## src/sv/radix_convert_custom_alphabet_assert.svh

```systemverilog
// Assertion macros for the radix converter, sampled on i_clk and disabled in reset
`ifndef RADIX_CONVERT_CUSTOM_ALPHABET_ASSERT_SVH
`define RADIX_CONVERT_CUSTOM_ALPHABET_ASSERT_SVH

// Check a property on every clock edge outside reset
`define RCCA_ASSERT(label, prop, msg) \
    label: assert property (@(posedge i_clk) disable iff (!i_rst_n) (prop)) else $error(msg);

// Check that a condition holds in the cycle after a trigger
`define RCCA_ASSERT_NEXT(label, ante, cons, msg) \
    label: assert property (@(posedge i_clk) disable iff (!i_rst_n) (ante) |=> (cons)) \
        else $error(msg);

`endif

```

## src/sv/rcca_pkg.sv

```systemverilog
// Shared types, constants and helper functions for the radix converter
package rcca_pkg;

    typedef logic [7:0] t_char;

    localparam int unsigned MAX_BASE   = 16;
    localparam int unsigned DIGIT_W    = 4;
    localparam int unsigned BASE_W     = 5;
    localparam int unsigned APB_ADDR_W = 6;
    localparam int unsigned APB_DATA_W = 64;

    localparam t_char CHAR_PLUS  = 8'h2B;
    localparam t_char CHAR_MINUS = 8'h2D;

    // Register indexes (byte address divided by eight)
    localparam logic [2:0] REG_FROM_BASE = 3'd0;
    localparam logic [2:0] REG_TO_BASE   = 3'd1;
    localparam logic [2:0] REG_FROM_LO   = 3'd2;
    localparam logic [2:0] REG_FROM_HI   = 3'd3;
    localparam logic [2:0] REG_TO_LO     = 3'd4;
    localparam logic [2:0] REG_TO_HI     = 3'd5;

    typedef logic [BASE_W-1:0] t_base;

    // Limit a configured base size to the supported range
    function automatic t_base clamp_base(input t_base b);
        t_base res;
        if (b < t_base'(2)) begin
            res = t_base'(2);
        end else if (b > t_base'(MAX_BASE)) begin
            res = t_base'(MAX_BASE);
        end else begin
            res = b;
        end
        return res;
    endfunction

    // Pick one byte-wide symbol out of the two alphabet words
    function automatic t_char sym_at(input logic [63:0] lo, input logic [63:0] hi,
                                     input logic [DIGIT_W-1:0] idx);
        logic [127:0] w;
        w = {hi, lo};
        return w[{idx, 3'b000} +: 8];
    endfunction

endpackage

```

## src/sv/rcca_in_if.sv

```systemverilog
// Input character channel: valid/ready with one character and a last marker
interface rcca_in_if;
    import rcca_pkg::*;

    logic  valid;
    logic  ready;
    t_char char_code;
    logic  is_last;

    modport source (output valid, output char_code, output is_last, input ready);
    modport sink   (input valid, input char_code, input is_last, output ready);
endinterface

```

## src/sv/rcca_out_if.sv

```systemverilog
// Output character channel: valid/ready with one character, last marker and flags
interface rcca_out_if;
    import rcca_pkg::*;

    logic  valid;
    logic  ready;
    t_char out_char;
    logic  out_last;
    logic  invalid_seen;
    logic  overflow;

    modport source (output valid, output out_char, output out_last, output invalid_seen,
                    output overflow, input ready);
    modport sink   (input valid, input out_char, input out_last, input invalid_seen,
                    input overflow, output ready);
endinterface

```

## src/sv/radix_convert_custom_alphabet.sv

```systemverilog
// Sequence: a sign character is taken in ST_IDLE alone, any other character also passes ST_MAC;
// after the final one the bit-serial divider runs once per output digit (one quotient bit a
// cycle), then ST_EMIT sends one output char a cycle while o_out.ready is high.
// Throughput: one request at a time; the restoring divider sets the conversion time.
// Reset: synchronous active-low i_rst_n clears the number state and loads register defaults.
`include "radix_convert_custom_alphabet_assert.svh"

module radix_convert_custom_alphabet #(
    parameter int unsigned VALUE_WIDTH = 32
) (
    input  logic                               i_clk,
    input  logic                               i_rst_n,
    rcca_in_if.sink                            i_in,
    rcca_out_if.source                         o_out,
    input  logic                               psel,
    input  logic                               penable,
    input  logic                               pwrite,
    input  logic [rcca_pkg::APB_ADDR_W-1:0]    paddr,
    input  logic [rcca_pkg::APB_DATA_W-1:0]    pwdata,
    output logic [rcca_pkg::APB_DATA_W-1:0]    prdata,
    output logic                               pready
);
    import rcca_pkg::*;

    localparam int unsigned MW    = VALUE_WIDTH - 1;
    localparam int unsigned PW    = MW + BASE_W;
    localparam int unsigned CNT_W = $clog2(VALUE_WIDTH + 1);
    localparam int unsigned BIT_W = $clog2(MW);

    localparam logic [1:0] ST_IDLE = 2'd0;
    localparam logic [1:0] ST_MAC  = 2'd1;
    localparam logic [1:0] ST_DIV  = 2'd2;
    localparam logic [1:0] ST_EMIT = 2'd3;

    // Configuration registers
    t_base       r_from_base, r_to_base;
    logic [63:0] r_from_lo, r_from_hi, r_to_lo, r_to_hi;

    // Control state
    logic [1:0]       r_state, n_state;
    logic [MW-1:0]    r_mag, n_mag;
    logic             r_neg, n_neg;
    logic             r_first, n_first;
    logic             r_bad, n_bad;
    logic             r_sat, n_sat;
    logic             r_last, n_last;
    logic [BIT_W-1:0] r_bit, n_bit;
    logic [CNT_W-1:0] r_cnt, n_cnt;
    logic             r_sgn_pend, n_sgn_pend;
    logic             r_ovalid, n_ovalid;

    // Datapath registers
    logic               r_found, n_found;
    logic [DIGIT_W-1:0] r_digit, n_digit;
    logic [MW-1:0]      r_quo, n_quo;
    logic [DIGIT_W-1:0] r_rem, n_rem;
    logic [DIGIT_W-1:0] r_stk [VALUE_WIDTH];
    logic [DIGIT_W-1:0] n_stk [VALUE_WIDTH];
    t_char              r_och, n_och;
    logic               r_olast, n_olast;
    logic               r_oinv, n_oinv;
    logic               r_oovf, n_oovf;

    // Combinational helpers
    t_base              c_fb, c_tb;
    logic               c_hit;
    logic [DIGIT_W-1:0] c_idx;
    logic               c_is_sign;
    logic [PW-1:0]      c_prod;
    logic [MW-1:0]      c_mag_new;
    logic               c_sat_new;
    logic [BASE_W-1:0]  c_rem_sh;
    logic               c_ge;
    logic [BASE_W-1:0]  c_rem_sub;
    logic [MW-1:0]      c_quo_new;
    logic               c_out_free;
    logic               c_apb_wr;
    logic               c_div_end;

    assign c_fb = clamp_base(r_from_base);
    assign c_tb = clamp_base(r_to_base);

    // Look up the incoming character in the source alphabet, lowest index wins
    always_comb begin
        c_hit = 1'b0;
        c_idx = '0;
        for (int j = MAX_BASE - 1; j >= 0; j--) begin
            if ((t_base'(j) < c_fb) &&
                (sym_at(r_from_lo, r_from_hi, DIGIT_W'(j)) == i_in.char_code)) begin
                c_hit = 1'b1;
                c_idx = DIGIT_W'(j);
            end
        end
    end

    assign c_is_sign = r_first &&
                       ((i_in.char_code == CHAR_PLUS) || (i_in.char_code == CHAR_MINUS));

    // Multiply-accumulate with saturation at the largest magnitude
    assign c_prod    = PW'(r_mag) * PW'(c_fb) + PW'(r_digit);
    assign c_sat_new = (c_prod[PW-1:MW] != '0);
    assign c_mag_new = c_sat_new ? {MW{1'b1}} : c_prod[MW-1:0];

    // One restoring division step by the target base
    assign c_rem_sh  = {r_rem, r_quo[MW-1]};
    assign c_ge      = (c_rem_sh >= c_tb);
    assign c_rem_sub = c_ge ? (c_rem_sh - c_tb) : c_rem_sh;
    assign c_quo_new = {r_quo[MW-2:0], c_ge};

    assign c_out_free = !r_ovalid || o_out.ready;

    // Last step of one division
    assign c_div_end = (r_state == ST_DIV) && (r_bit == BIT_W'(MW - 1));

    // Sequencer
    always_comb begin
        n_state    = r_state;
        n_mag      = r_mag;
        n_neg      = r_neg;
        n_first    = r_first;
        n_bad      = r_bad;
        n_sat      = r_sat;
        n_last     = r_last;
        n_bit      = r_bit;
        n_cnt      = r_cnt;
        n_sgn_pend = r_sgn_pend;
        n_ovalid   = r_ovalid && !o_out.ready;
        n_found    = r_found;
        n_digit    = r_digit;
        n_quo      = r_quo;
        n_rem      = r_rem;
        n_stk      = r_stk;
        n_och      = r_och;
        n_olast    = r_olast;
        n_oinv     = r_oinv;
        n_oovf     = r_oovf;

        unique case (r_state)
            ST_IDLE: begin
                if (i_in.valid) begin
                    n_first = 1'b0;
                    n_last  = i_in.is_last;
                    if (c_is_sign) begin
                        n_neg = (i_in.char_code == CHAR_MINUS);
                        if (i_in.is_last) begin
                            n_quo   = r_mag;
                            n_rem   = '0;
                            n_bit   = '0;
                            n_cnt   = '0;
                            n_state = ST_DIV;
                        end
                    end else begin
                        n_found = c_hit;
                        n_digit = c_idx;
                        n_state = ST_MAC;
                    end
                end
            end
            ST_MAC: begin
                if (r_found) begin
                    n_mag = c_mag_new;
                    n_sat = r_sat || c_sat_new;
                end else begin
                    n_bad = 1'b1;
                end
                if (r_last) begin
                    n_quo   = r_found ? c_mag_new : r_mag;
                    n_rem   = '0;
                    n_bit   = '0;
                    n_cnt   = '0;
                    n_state = ST_DIV;
                end else begin
                    n_state = ST_IDLE;
                end
            end
            ST_DIV: begin
                n_quo = c_quo_new;
                n_rem = c_rem_sub[DIGIT_W-1:0];
                n_bit = r_bit + BIT_W'(1);
                // Push the remainder digit at the end of each division
                if (r_bit == BIT_W'(MW - 1)) begin
                    n_stk[0] = c_rem_sub[DIGIT_W-1:0];
                    for (int i = VALUE_WIDTH - 1; i >= 1; i--) begin
                        n_stk[i] = r_stk[i-1];
                    end
                    n_cnt = r_cnt + CNT_W'(1);
                    n_rem = '0;
                    n_bit = '0;
                    if (c_quo_new == '0) begin
                        n_sgn_pend = r_neg;
                        n_state    = ST_EMIT;
                    end
                end
            end
            ST_EMIT: begin
                if (c_out_free) begin
                    n_ovalid = 1'b1;
                    n_oinv   = r_bad;
                    n_oovf   = r_sat;
                    if (r_sgn_pend) begin
                        n_och      = CHAR_MINUS;
                        n_olast    = 1'b0;
                        n_sgn_pend = 1'b0;
                    end else begin
                        // Pop the most significant digit
                        n_och   = sym_at(r_to_lo, r_to_hi, r_stk[0]);
                        n_olast = (r_cnt == CNT_W'(1));
                        for (int i = 0; i < VALUE_WIDTH - 1; i++) begin
                            n_stk[i] = r_stk[i+1];
                        end
                        n_cnt = r_cnt - CNT_W'(1);
                        if (r_cnt == CNT_W'(1)) begin
                            n_mag   = '0;
                            n_neg   = 1'b0;
                            n_first = 1'b1;
                            n_bad   = 1'b0;
                            n_sat   = 1'b0;
                            n_state = ST_IDLE;
                        end
                    end
                end
            end
            default: n_state = ST_IDLE;
        endcase
    end

    // Hold control state
    always_ff @(posedge i_clk) begin
        if (!i_rst_n) begin
            r_state    <= ST_IDLE;
            r_mag      <= '0;
            r_neg      <= 1'b0;
            r_first    <= 1'b1;
            r_bad      <= 1'b0;
            r_sat      <= 1'b0;
            r_last     <= 1'b0;
            r_bit      <= '0;
            r_cnt      <= '0;
            r_sgn_pend <= 1'b0;
            r_ovalid   <= 1'b0;
        end else begin
            r_state    <= n_state;
            r_mag      <= n_mag;
            r_neg      <= n_neg;
            r_first    <= n_first;
            r_bad      <= n_bad;
            r_sat      <= n_sat;
            r_last     <= n_last;
            r_bit      <= n_bit;
            r_cnt      <= n_cnt;
            r_sgn_pend <= n_sgn_pend;
            r_ovalid   <= n_ovalid;
        end
    end

    // Advance the datapath
    always_ff @(posedge i_clk) begin
        r_found <= n_found;
        r_digit <= n_digit;
        r_quo   <= n_quo;
        r_rem   <= n_rem;
        r_stk   <= n_stk;
        r_och   <= n_och;
        r_olast <= n_olast;
        r_oinv  <= n_oinv;
        r_oovf  <= n_oovf;
    end

    // Drive the channels
    assign i_in.ready         = (r_state == ST_IDLE);
    assign o_out.valid        = r_ovalid;
    assign o_out.out_char     = r_och;
    assign o_out.out_last     = r_olast;
    assign o_out.invalid_seen = r_oinv;
    assign o_out.overflow     = r_oovf;

    // Write configuration registers on the access phase
    assign c_apb_wr = psel && penable && pwrite;
    assign pready   = 1'b1;

    always_ff @(posedge i_clk) begin
        if (!i_rst_n) begin
            r_from_base <= t_base'(10);
            r_to_base   <= t_base'(16);
            r_from_lo   <= '0;
            r_from_hi   <= '0;
            r_to_lo     <= '0;
            r_to_hi     <= '0;
        end else if (c_apb_wr) begin
            unique case (paddr[5:3])
                REG_FROM_BASE: r_from_base <= pwdata[BASE_W-1:0];
                REG_TO_BASE:   r_to_base   <= pwdata[BASE_W-1:0];
                REG_FROM_LO:   r_from_lo   <= pwdata;
                REG_FROM_HI:   r_from_hi   <= pwdata;
                REG_TO_LO:     r_to_lo     <= pwdata;
                REG_TO_HI:     r_to_hi     <= pwdata;
                default: ;
            endcase
        end
    end

    // Read back configuration registers
    always_comb begin
        unique case (paddr[5:3])
            REG_FROM_BASE: prdata = APB_DATA_W'(r_from_base);
            REG_TO_BASE:   prdata = APB_DATA_W'(r_to_base);
            REG_FROM_LO:   prdata = r_from_lo;
            REG_FROM_HI:   prdata = r_from_hi;
            REG_TO_LO:     prdata = r_to_lo;
            REG_TO_HI:     prdata = r_to_hi;
            default:       prdata = '0;
        endcase
    end

    // Assertions
    `RCCA_ASSERT(a_cnt_bound, r_cnt <= CNT_W'(MW), "digit stack over-filled")
    `RCCA_ASSERT(a_sat_max, r_sat |-> (&r_mag), "saturated flag without maximum magnitude")
    `RCCA_ASSERT(a_emit_digits, (r_state == ST_EMIT) |-> (r_cnt != '0), "emit with empty stack")
    `RCCA_ASSERT_NEXT(a_div_push, c_div_end, r_cnt == $past(r_cnt) + CNT_W'(1), "digit not pushed")

endmodule
```

## src/flat_wrapper.sv

```systemverilog
// flat-port wrapper written by rule: the top's interface ports become plain ports
module radix_convert_custom_alphabet_flat import rcca_pkg::*;
#(
    parameter int unsigned VALUE_WIDTH = 32
)
  (i_clk, i_rst_n, psel, penable, pwrite, paddr, pwdata, prdata, pready, i_in_valid, i_in_char_code, i_in_is_last, i_in_ready, o_out_valid, o_out_out_char, o_out_out_last, o_out_invalid_seen, o_out_overflow, o_out_ready);
  rcca_in_if i_in_i ();
  rcca_out_if o_out_i ();
  input  logic i_clk;
  input  logic i_rst_n;
  input  logic psel;
  input  logic penable;
  input  logic pwrite;
  input  logic [rcca_pkg::APB_ADDR_W-1:0] paddr;
  input  logic [rcca_pkg::APB_DATA_W-1:0] pwdata;
  output logic [rcca_pkg::APB_DATA_W-1:0] prdata;
  output logic pready;
  input wire logic [$bits(i_in_i.valid)-1:0] i_in_valid;
  input wire logic [$bits(i_in_i.char_code)-1:0] i_in_char_code;
  input wire logic [$bits(i_in_i.is_last)-1:0] i_in_is_last;
  output wire logic [$bits(i_in_i.ready)-1:0] i_in_ready;
  output wire logic [$bits(o_out_i.valid)-1:0] o_out_valid;
  output wire logic [$bits(o_out_i.out_char)-1:0] o_out_out_char;
  output wire logic [$bits(o_out_i.out_last)-1:0] o_out_out_last;
  output wire logic [$bits(o_out_i.invalid_seen)-1:0] o_out_invalid_seen;
  output wire logic [$bits(o_out_i.overflow)-1:0] o_out_overflow;
  input wire logic [$bits(o_out_i.ready)-1:0] o_out_ready;
  assign i_in_i.valid = i_in_valid;
  assign i_in_i.char_code = i_in_char_code;
  assign i_in_i.is_last = i_in_is_last;
  assign i_in_ready = i_in_i.ready;
  assign o_out_valid = o_out_i.valid;
  assign o_out_out_char = o_out_i.out_char;
  assign o_out_out_last = o_out_i.out_last;
  assign o_out_invalid_seen = o_out_i.invalid_seen;
  assign o_out_overflow = o_out_i.overflow;
  assign o_out_i.ready = o_out_ready;
  radix_convert_custom_alphabet #(.VALUE_WIDTH(VALUE_WIDTH)) u_core (.i_clk(i_clk), .i_rst_n(i_rst_n), .i_in(i_in_i), .o_out(o_out_i), .psel(psel), .penable(penable), .pwrite(pwrite), .paddr(paddr), .pwdata(pwdata), .prdata(prdata), .pready(pready));
endmodule
```

## config.mk

```make
export PLATFORM = sky130hd
export DESIGN_NAME = radix_convert_custom_alphabet_flat
export DESIGN_NICKNAME = d
export VERILOG_FILES = /design/src/sv/rcca_pkg.sv /design/src/sv/rcca_in_if.sv /design/src/sv/rcca_out_if.sv /design/src/sv/radix_convert_custom_alphabet.sv /design/src/flat_wrapper.sv
export VERILOG_INCLUDE_DIRS = /design/src /design/src/sv
export SDC_FILE = /design/constraint.sdc
export NUM_CORES = 1
export LEC_CHECK = 0
export ABC_AREA = 1
export BUFFER_PORTS_ARGS = -buffer_cell sky130_fd_sc_hd__buf_4
export CORE_MARGIN = 4
export CORE_UTILIZATION = 45
export CTS_CLUSTER_DIAMETER = 120
export DETAILED_ROUTE_END_ITERATION = 10
export PLACE_DENSITY = 0.74
export SLEW_MARGIN = 20
export SYNTH_ARGS = -nofsm -noshare
export SYNTH_HDL_FRONTEND = slang
export SYNTH_SLANG_ARGS = --single-unit
```

## constraint.sdc

```tcl
create_clock -name i_clk -period 7.6 [get_ports i_clk]
set_input_delay 1.14 -clock i_clk [delete_from_list [all_inputs] [get_ports i_clk]]
set_output_delay 1.14 -clock i_clk [all_outputs]
set_load 0.005 [all_outputs]
```

; Word-level counts from Yosys, hierarchy flattened
; Index checks and enable logic that the tools add are counted.
[op_classes]
n_lt_le_gt_ge = 21
div = 0
reduce_logical = 57
bitwise_logic = 1
muxes = 88
mul = 1
shift = 1
eq_ne = 40
add_sub_neg = 5
[op_table]
columns = operator, n
row1 = 64-bit one-hot mux with 6 select lines, 1
row2 = 31-bit two-way mux, 9
row3 = 124-bit two-way mux, 2
row4 = 124-bit one-hot mux with 2 select lines, 1
row5 = 8-bit equality test, 16
row6 = 128-bit two-way mux, 1
row7 = 128-bit by 8-bit variable part select with 8-bit output, 1
row8 = 31-bit one-hot mux with 3 select lines, 1
row9 = 31-bit one-hot mux with 2 select lines, 1
row10 = 4-bit two-way mux, 14
row11 = 5-bit two-way mux, 9
row12 = 6-bit two-way mux, 7
row13 = 4-bit by 5-bit less-than comparator with 1-bit output (first input constant), 8
row14 = 36-bit by 4-bit adder with 36-bit output, 1
row15 = 31-bit by 5-bit multiplier with 36-bit output, 1
row16 = 31-bit logical NOT, 1
row17 = 6-bit one-hot mux with 4 select lines, 1
row18 = 2-bit two-way mux, 11
row19 = 1-bit logical AND, 20
row20 = 3-bit by 5-bit less-than comparator with 1-bit output (first input constant), 4
row21 = 5-bit AND reduction, 4
row22 = 1-bit two-way mux, 18
row23 = 2-bit AND reduction, 9
row24 = 8-bit by 6-bit equality test with 1-bit output (second input constant), 2
row25 = 40 further kinds, 71
[word_totals]
n_memories = 0
mem_bits_ro = 0
ramBits = 0
word_cells = 274
inputBits = 86
reg_bits = 496
latch_bits = 0

; Logic depth before layout (Yosys ltp)
[logic_depth]
depth_word = 20
mapped_depth = 32

; Worst setup path after synthesis
; OpenSTA, ideal clock, no wires.
[synth_path]
path_kind = input-to-reg
start = input o_out_ready
end = register u_core.r_stk[100] (netlist name) (enable)
arrival_time_ns = 6.514
t_required_ns = 6.992
n_path_buf = 0
path_slack_ns = 0.478
cell_stages = 4
cell_sequence = inv_1 > nand2_1 > a21oi_1 > nor2_1
[synth_between]
elab_chain_cells = 3
[synth_lines]
columns = item, line
row1 = start: declaration, flat_wrapper.sv:27  ; input wire logic [$bits(o_out_i.ready)-1:0] o_out_ready;
row2 = 1-bit logical OR, radix_convert_custom_alphabet.sv:110  ; assign c_out_free = !r_ovalid || o_out.ready;
row3 = 2-bit by 1-bit != test with 1-bit output (no source line), n/a
row4 = 4-bit AND reduction (no source line), n/a
row5 = end signal: assignment, radix_convert_custom_alphabet.sv:262  ; r_stk <= n_stk;
row6 = end: declaration, radix_convert_custom_alphabet.sv:57  ; logic [DIGIT_W-1:0] r_stk [VALUE_WIDTH];
; Every way passes these cells.
; A chain may end at the register's enable or synchronous reset.

; Final worst setup path
[layout_path]
start = register u_core.r_from_base[4]
end = register u_core.r_quo[1], data pin
[layout_between]
elab_chain_cells = 10
word_cells_on_any_way = 11
cone_classes = add/sub (1) / mul (1) / order compare (2) / mux (6) / reduce/logical (1)
[layout_lines]
columns = item, line
row1 = start: declaration, radix_convert_custom_alphabet.sv:36  ; t_base r_from_base, r_to_base;
row2 = start signal: assignment, radix_convert_custom_alphabet.sv:283  ; r_from_base <= t_base'(10);
row3 = start signal: assignment, radix_convert_custom_alphabet.sv:291  ; REG_FROM_BASE: r_from_base <= pwdata[BASE_W-1:0];
row4 = 5-bit greater-than comparator, rcca_pkg.sv:30  ; end else if (b > t_base'(MAX_BASE)) begin
row5 = 5-bit two-way mux, rcca_pkg.sv:30
row6 = 5-bit two-way mux (*), rcca_pkg.sv:28  ; if (b < t_base'(2)) begin
row7 = 31-bit by 5-bit multiplier with 36-bit output (*), radix_convert_custom_alphabet.sv:100  ; assign c_prod = PW'(r_mag) * PW'(c_fb) + PW'(r_digit);
row8 = 36-bit by 4-bit adder with 36-bit output (*), radix_convert_custom_alphabet.sv:100
row9 = 5-bit nonzero test, radix_convert_custom_alphabet.sv:101  ; assign c_sat_new = (c_prod[PW-1:MW] != '0);
row10 = 31-bit two-way mux (*), radix_convert_custom_alphabet.sv:102  ; assign c_mag_new = c_sat_new ? {MW{1'b1}} : c_prod[MW-1:0];
row11 = 31-bit two-way mux (*), n/a
row12 = 31-bit two-way mux (*), radix_convert_custom_alphabet.sv:166  ; if (r_last) begin
row13 = 31-bit one-hot mux with 3 select lines (*), radix_convert_custom_alphabet.sv:138  ; unique case (r_state)
row14 = via u_core.n_quo[1], radix_convert_custom_alphabet.sv:55  ; logic [MW-1:0] r_quo, n_quo;
row15 = end signal: assignment, radix_convert_custom_alphabet.sv:260  ; r_quo <= n_quo;
row16 = end: declaration, radix_convert_custom_alphabet.sv:55
; The timed path passes the listed nets; every way through them passes the cells marked *. The select of a mux whose other input is x is not followed.

==> flow_summary.json <==
{
  "critical_path.reg2reg.startpoint": "u_core.r_from_base[4]$_SDFFE_PN0P_",
  "number_of_flops_mapped_to_enable_cells_by_yosys": 179,
  "tritoncts.num_buffers": 54,
  "postSynthCellCount": 3801,
  "critPathCaptureType": "flop",
  "post-layout-total-power_mw": 8.95,
  "met2_wirelength_mm": 41.5,
  "synthFlopType": "sky130_fd_sc_hd__dfxtp_1",
  "post-synth-top-count-cell": "sky130_fd_sc_hd__nor2_1",
  "number_of_drc_violations_after_detailed_routing": 0,
  "clock_latency_ns": 0.62,
  "status": "complete, no violations",
  "peakVddDrop_mv": 0.243,
  "setup_viol_count_final": 0,
  "routed-via-count": 27200,
  "critical_path.startpoint_type": "flop",
  "seq_power_share_pct": 38.7,
  "synth.cells.most_frequent": "544 x sky130_fd_sc_hd__nor2_1, 526 x sky130_fd_sc_hd__inv_1, 410 x sky130_fd_sc_hd__nand2_1",
  "drt_iter0_drc": 3419,
  "postSynthNetCount": 4064,
  "boundaryPins": 164,
  "cellLeakagePower_nw": 14.0,
  "route.detailed.wl_per_inst_um": 19.9,
  "ff2ff_setup_slack_ns": 1.10,
  "netlist.top_cell.by_area": "sky130_fd_sc_hd__dfxtp_1",
  "global_route_wire_length_before_repair_mm": 146,
  "die_h_um": 265,
  "filler_cell_count": 6248,
  "ys_warn_count": 0,
  "std_cell_rows": 94,
  "worst_slew_pin_slew_ns": 1.20,
  "criticalPathCategory": "reg -> reg",
  "gp_congestion": 0.934,
  "synth_largest_type_area_fraction_pct": 21.3,
  "number_of_antenna_violations_at_the_first_check_in_global_routing": 11,
  "route.layer.met1.wl_mm": 37.6,
  "worst_setup_path_endpoint": "u_core.r_quo[1]$_DFFE_PP_",
  "p_sw_mw": 3.23,
  "cts_max_path_buffers": 3,
  "hold_path_class": "reg -> reg",
  "layout-drive-gt1-share_pct": 9.87,
  "p_per_area_nw_per_um2": 269,
  "design.die.area_um2": 70300,
  "met3_wirelength_mm": 10.1,
  "detail_route.wirelength_mm": 94.4,
  "synth-seq-area-share_pct": 39.4,
  "grt_usage_pct": 25.9,
  "critPathLaunch": "u_core.r_from_base[4]$_SDFFE_PN0P_",
  "sum_of_overflow_across_all_layers_after_global_routing": 0,
  "postSynth.asyncResetShare_pct": 0,
  "final.min_clock_period_ns": 6.50,
  "synth_top_cells_by_area": "sky130_fd_sc_hd__dfxtp_1 21%, sky130_fd_sc_hd__edfxtp_1 18%, sky130_fd_sc_hd__nor2_1 6.9%, sky130_fd_sc_hd__inv_1 6.6%, sky130_fd_sc_hd__o21ai_0 6.6%",
  "swShare_pct": 36.1,
  "cap_violations": 0,
  "dp.final_hpwl_mm": 63.6,
  "ys_types": 59,
  "grt_start_max_net_pins": 163,
  "floorplan.die.width_um": 265,
  "tritoncts": "yes",
  "numClockSinks": 496,
  "floorplan.core_area_um2": 65600,
  "cts_hold_repair.buffers": 0,
  "design.final.nets": 4089,
  "post_cts_resize_count": 0,
  "synthToLayoutAreaGrowth_pct": 11.8,
  "fin_skew_ns": 0.0330,
  "timing.rr.end": "u_core.r_quo[1]$_DFFE_PP_",
  "achievable-frequency_ghz": 0.154,
  "buffer_ports.inserted": 159,
  "cp_max_fo": 35,
  "cellInternalPower_mw": 5.72,
  "power_frac_clock_pct": 30.4,
  "floorplan.initialDensity_pct": 45.4,
  "cp.required_ns": 7.91,
  "final.period_utilization_pct": 85.5,
  "dr.pass1.iters": 7,
  "combPwrFrac_pct": 30.9,
  "netlist_area_um2": 29800,
  "root_buffer": "sky130_fd_sc_hd__clkbuf_16",
  "slew_headroom_pct": 19.9,
  "slew_viol_final": 0,
  "avgViaCountPerCell": 5.74,
  "post-cts-setup-buffers": 0,
  "setup_repair_after_global_routing_missed_its_margin": "false",
  "ant_nets": 0,
  "clk_transition_reported_paths_ns": 0.06,
  "grt_pass1_vias": 25800,
  "highest-signal-layer": "met5",
  "yosys_register_bits": 496,
  "fin_tns_setup_ns": 0,
  "r2r_cells": 24,
  "syn_avg_cell_area_um2": 7.83,
  "critical_path_arrival_ns": 6.81,
  "hold_viol_final": 0,
  "htree_num_levels": 2
}
## logic make-up (layout without fill, tap and decap cells)
logic type / count (synthesis) / in the layout / share of synthesized area, %
AOI/OAI and AO/OA: 1057 / 1057 / 20.2
xor gates and xnor gates: 101 / 101 / 2.97
adders and majority gates: 177 / 177 / 9.76
buffers and inverters: 775 / 845 / 10.2
DFF: 496 / 496 / 39.4
muxes: 1 / 1 / 0.0336
other: 1 / 7 / 0.0126
and+or+nand+nor: 1193 / 1193 / 17.5
## routing by layer
metal  track usage (%)  up-vias
met5                 0        -
met4              13.1       10
met3              6.01      294
met2              40.2     1470
met1              34.2    12700
li1                  -    12800
## power by group through the flow
stage / registers, mW / logic (mW) / clock network (mW)
2_1_floorplan: 3.50 / 2.02 / 0
3_3_place_gp: 3.50 / 2.64 / 0
3_5_place_dp: 3.51 / 2.71 / 0
4_1_cts: 3.46 / 2.73 / 2.75
5_1_grt: 3.49 / 3.06 / 2.86
6_report: 3.46 / 2.77 / 2.72
## flip-flops by register name, indices dropped and copies added (netlist names), 6 cells and up
| signal | count |
|---|---|
| u_core.r_stk | 128 |
| u_core.r_from_hi | 64 |
| u_core.r_from_lo | 64 |
| u_core.r_to_hi | 64 |
| u_core.r_to_lo | 64 |
| u_core.r_mag | 31 |
| u_core.r_quo | 31 |
| u_core.o_out.out_char | 8 |
| u_core.r_cnt | 6 |
## metrics by stage
step           hold WS, ns  area (um2)  utilization (%)  setup slack, ns  instances
2_1_floorplan        0.409       29800                -            0.478       3801
3_3_place_gp         0.421       31400             47.8             1.28       4631
3_5_place_dp         0.426       31400             47.9             1.22       4633
4_1_cts              0.443       33200             50.6             1.20       4734
5_1_grt              0.454       33300             50.7            0.667       4738
6_report             0.437       33300             50.7             1.10       4741
## area by class of cell
class | count | area [um2] | share of cell area (%)
Inverter | 546 | 2050 | 6.17
Clock inverter | 31 | 323 | 0.970
Antenna cell | 6 | 15.0 | 0.0451
Clock buffer | 70 | 1500 | 4.52
Sequential cell | 496 | 11700 | 35.2
Tap cell | 864 | 1080 | 3.25
Multi-Input combinational cell | 2530 | 15000 | 45.2
Timing Repair Buffer | 198 | 1540 | 4.64
## how the worst min path moves through the flow
stage                              start                             endpoint  slack (ns)  depth (start not counted)
6_report       u_core.r_bad$_SDFFE_PN0P_  u_core.o_out.invalid_seen$_DFFE_PP_        0.44                          0
2_1_floorplan  u_core.r_bad$_SDFFE_PN0P_  u_core.o_out.invalid_seen$_DFFE_PP_        0.41                          0
5_1_grt        u_core.r_sat$_SDFFE_PN0P_      u_core.o_out.overflow$_DFFE_PP_        0.45                          0
3_5_place_dp   u_core.r_bad$_SDFFE_PN0P_  u_core.o_out.invalid_seen$_DFFE_PP_        0.43                          0
3_3_place_gp   u_core.r_bad$_SDFFE_PN0P_  u_core.o_out.invalid_seen$_DFFE_PP_        0.42                          0
4_1_cts        u_core.r_bad$_SDFFE_PN0P_  u_core.o_out.invalid_seen$_DFFE_PP_        0.44                          0
## worst max-delay path, cell delays in order (launching register included)
cell and delay (ns):
sky130_fd_sc_hd__dfxtp_1 0.30, sky130_fd_sc_hd__buf_4 0.39, sky130_fd_sc_hd__nor2_1 0.09, sky130_fd_sc_hd__buf_4 0.20
sky130_fd_sc_hd__inv_1 0.82, sky130_fd_sc_hd__nor2_1 0.14, sky130_fd_sc_hd__fa_1 0.54, sky130_fd_sc_hd__fa_1 0.55
sky130_fd_sc_hd__inv_1 0.06, sky130_fd_sc_hd__fa_1 0.52, sky130_fd_sc_hd__inv_1 0.04, sky130_fd_sc_hd__ha_1 0.35
sky130_fd_sc_hd__nand2_1 0.16, sky130_fd_sc_hd__o21ai_1 0.22, sky130_fd_sc_hd__a21oi_1 0.06, sky130_fd_sc_hd__nand2_1 0.14
sky130_fd_sc_hd__nand3_1 0.09, sky130_fd_sc_hd__nand2_1 0.19, sky130_fd_sc_hd__nand2_1 0.10, sky130_fd_sc_hd__nand3b_1 0.09
sky130_fd_sc_hd__nand2_1 0.08, sky130_fd_sc_hd__inv_2 0.64, sky130_fd_sc_hd__nand4_2 0.22, sky130_fd_sc_hd__nand2_1 0.12
sky130_fd_sc_hd__a22oi_1 0.07
## cell usage in the layout (no fill, tap or decap), types with 9 or more instances in the layout
cell,count
sky130_fd_sc_hd__ha_1,85
sky130_fd_sc_hd__a22oi_1,93
sky130_fd_sc_hd__nand2_1,408
sky130_fd_sc_hd__clkbuf_1,9
sky130_fd_sc_hd__xnor2_1,51
sky130_fd_sc_hd__inv_2,18
sky130_fd_sc_hd__clkbuf_16,56
sky130_fd_sc_hd__o21ai_0,393
sky130_fd_sc_hd__o22ai_1,121
sky130_fd_sc_hd__nand3_1,104
sky130_fd_sc_hd__xor2_1,50
sky130_fd_sc_hd__nand4_2,29
sky130_fd_sc_hd__nand2_2,10
sky130_fd_sc_hd__o221ai_1,47
sky130_fd_sc_hd__nor4_1,17
sky130_fd_sc_hd__fa_1,92
sky130_fd_sc_hd__clkinv_2,14
sky130_fd_sc_hd__nor3_1,22
sky130_fd_sc_hd__edfxtp_1,179
sky130_fd_sc_hd__nor2_1,541
sky130_fd_sc_hd__o21ai_1,15
sky130_fd_sc_hd__nand4_1,22
sky130_fd_sc_hd__o211ai_1,20
sky130_fd_sc_hd__a21oi_1,334
sky130_fd_sc_hd__dfxtp_1,317
sky130_fd_sc_hd__or2_2,12
sky130_fd_sc_hd__buf_4,194
sky130_fd_sc_hd__inv_1,525
No activity file was read; power rests on OpenSTA's default activity.
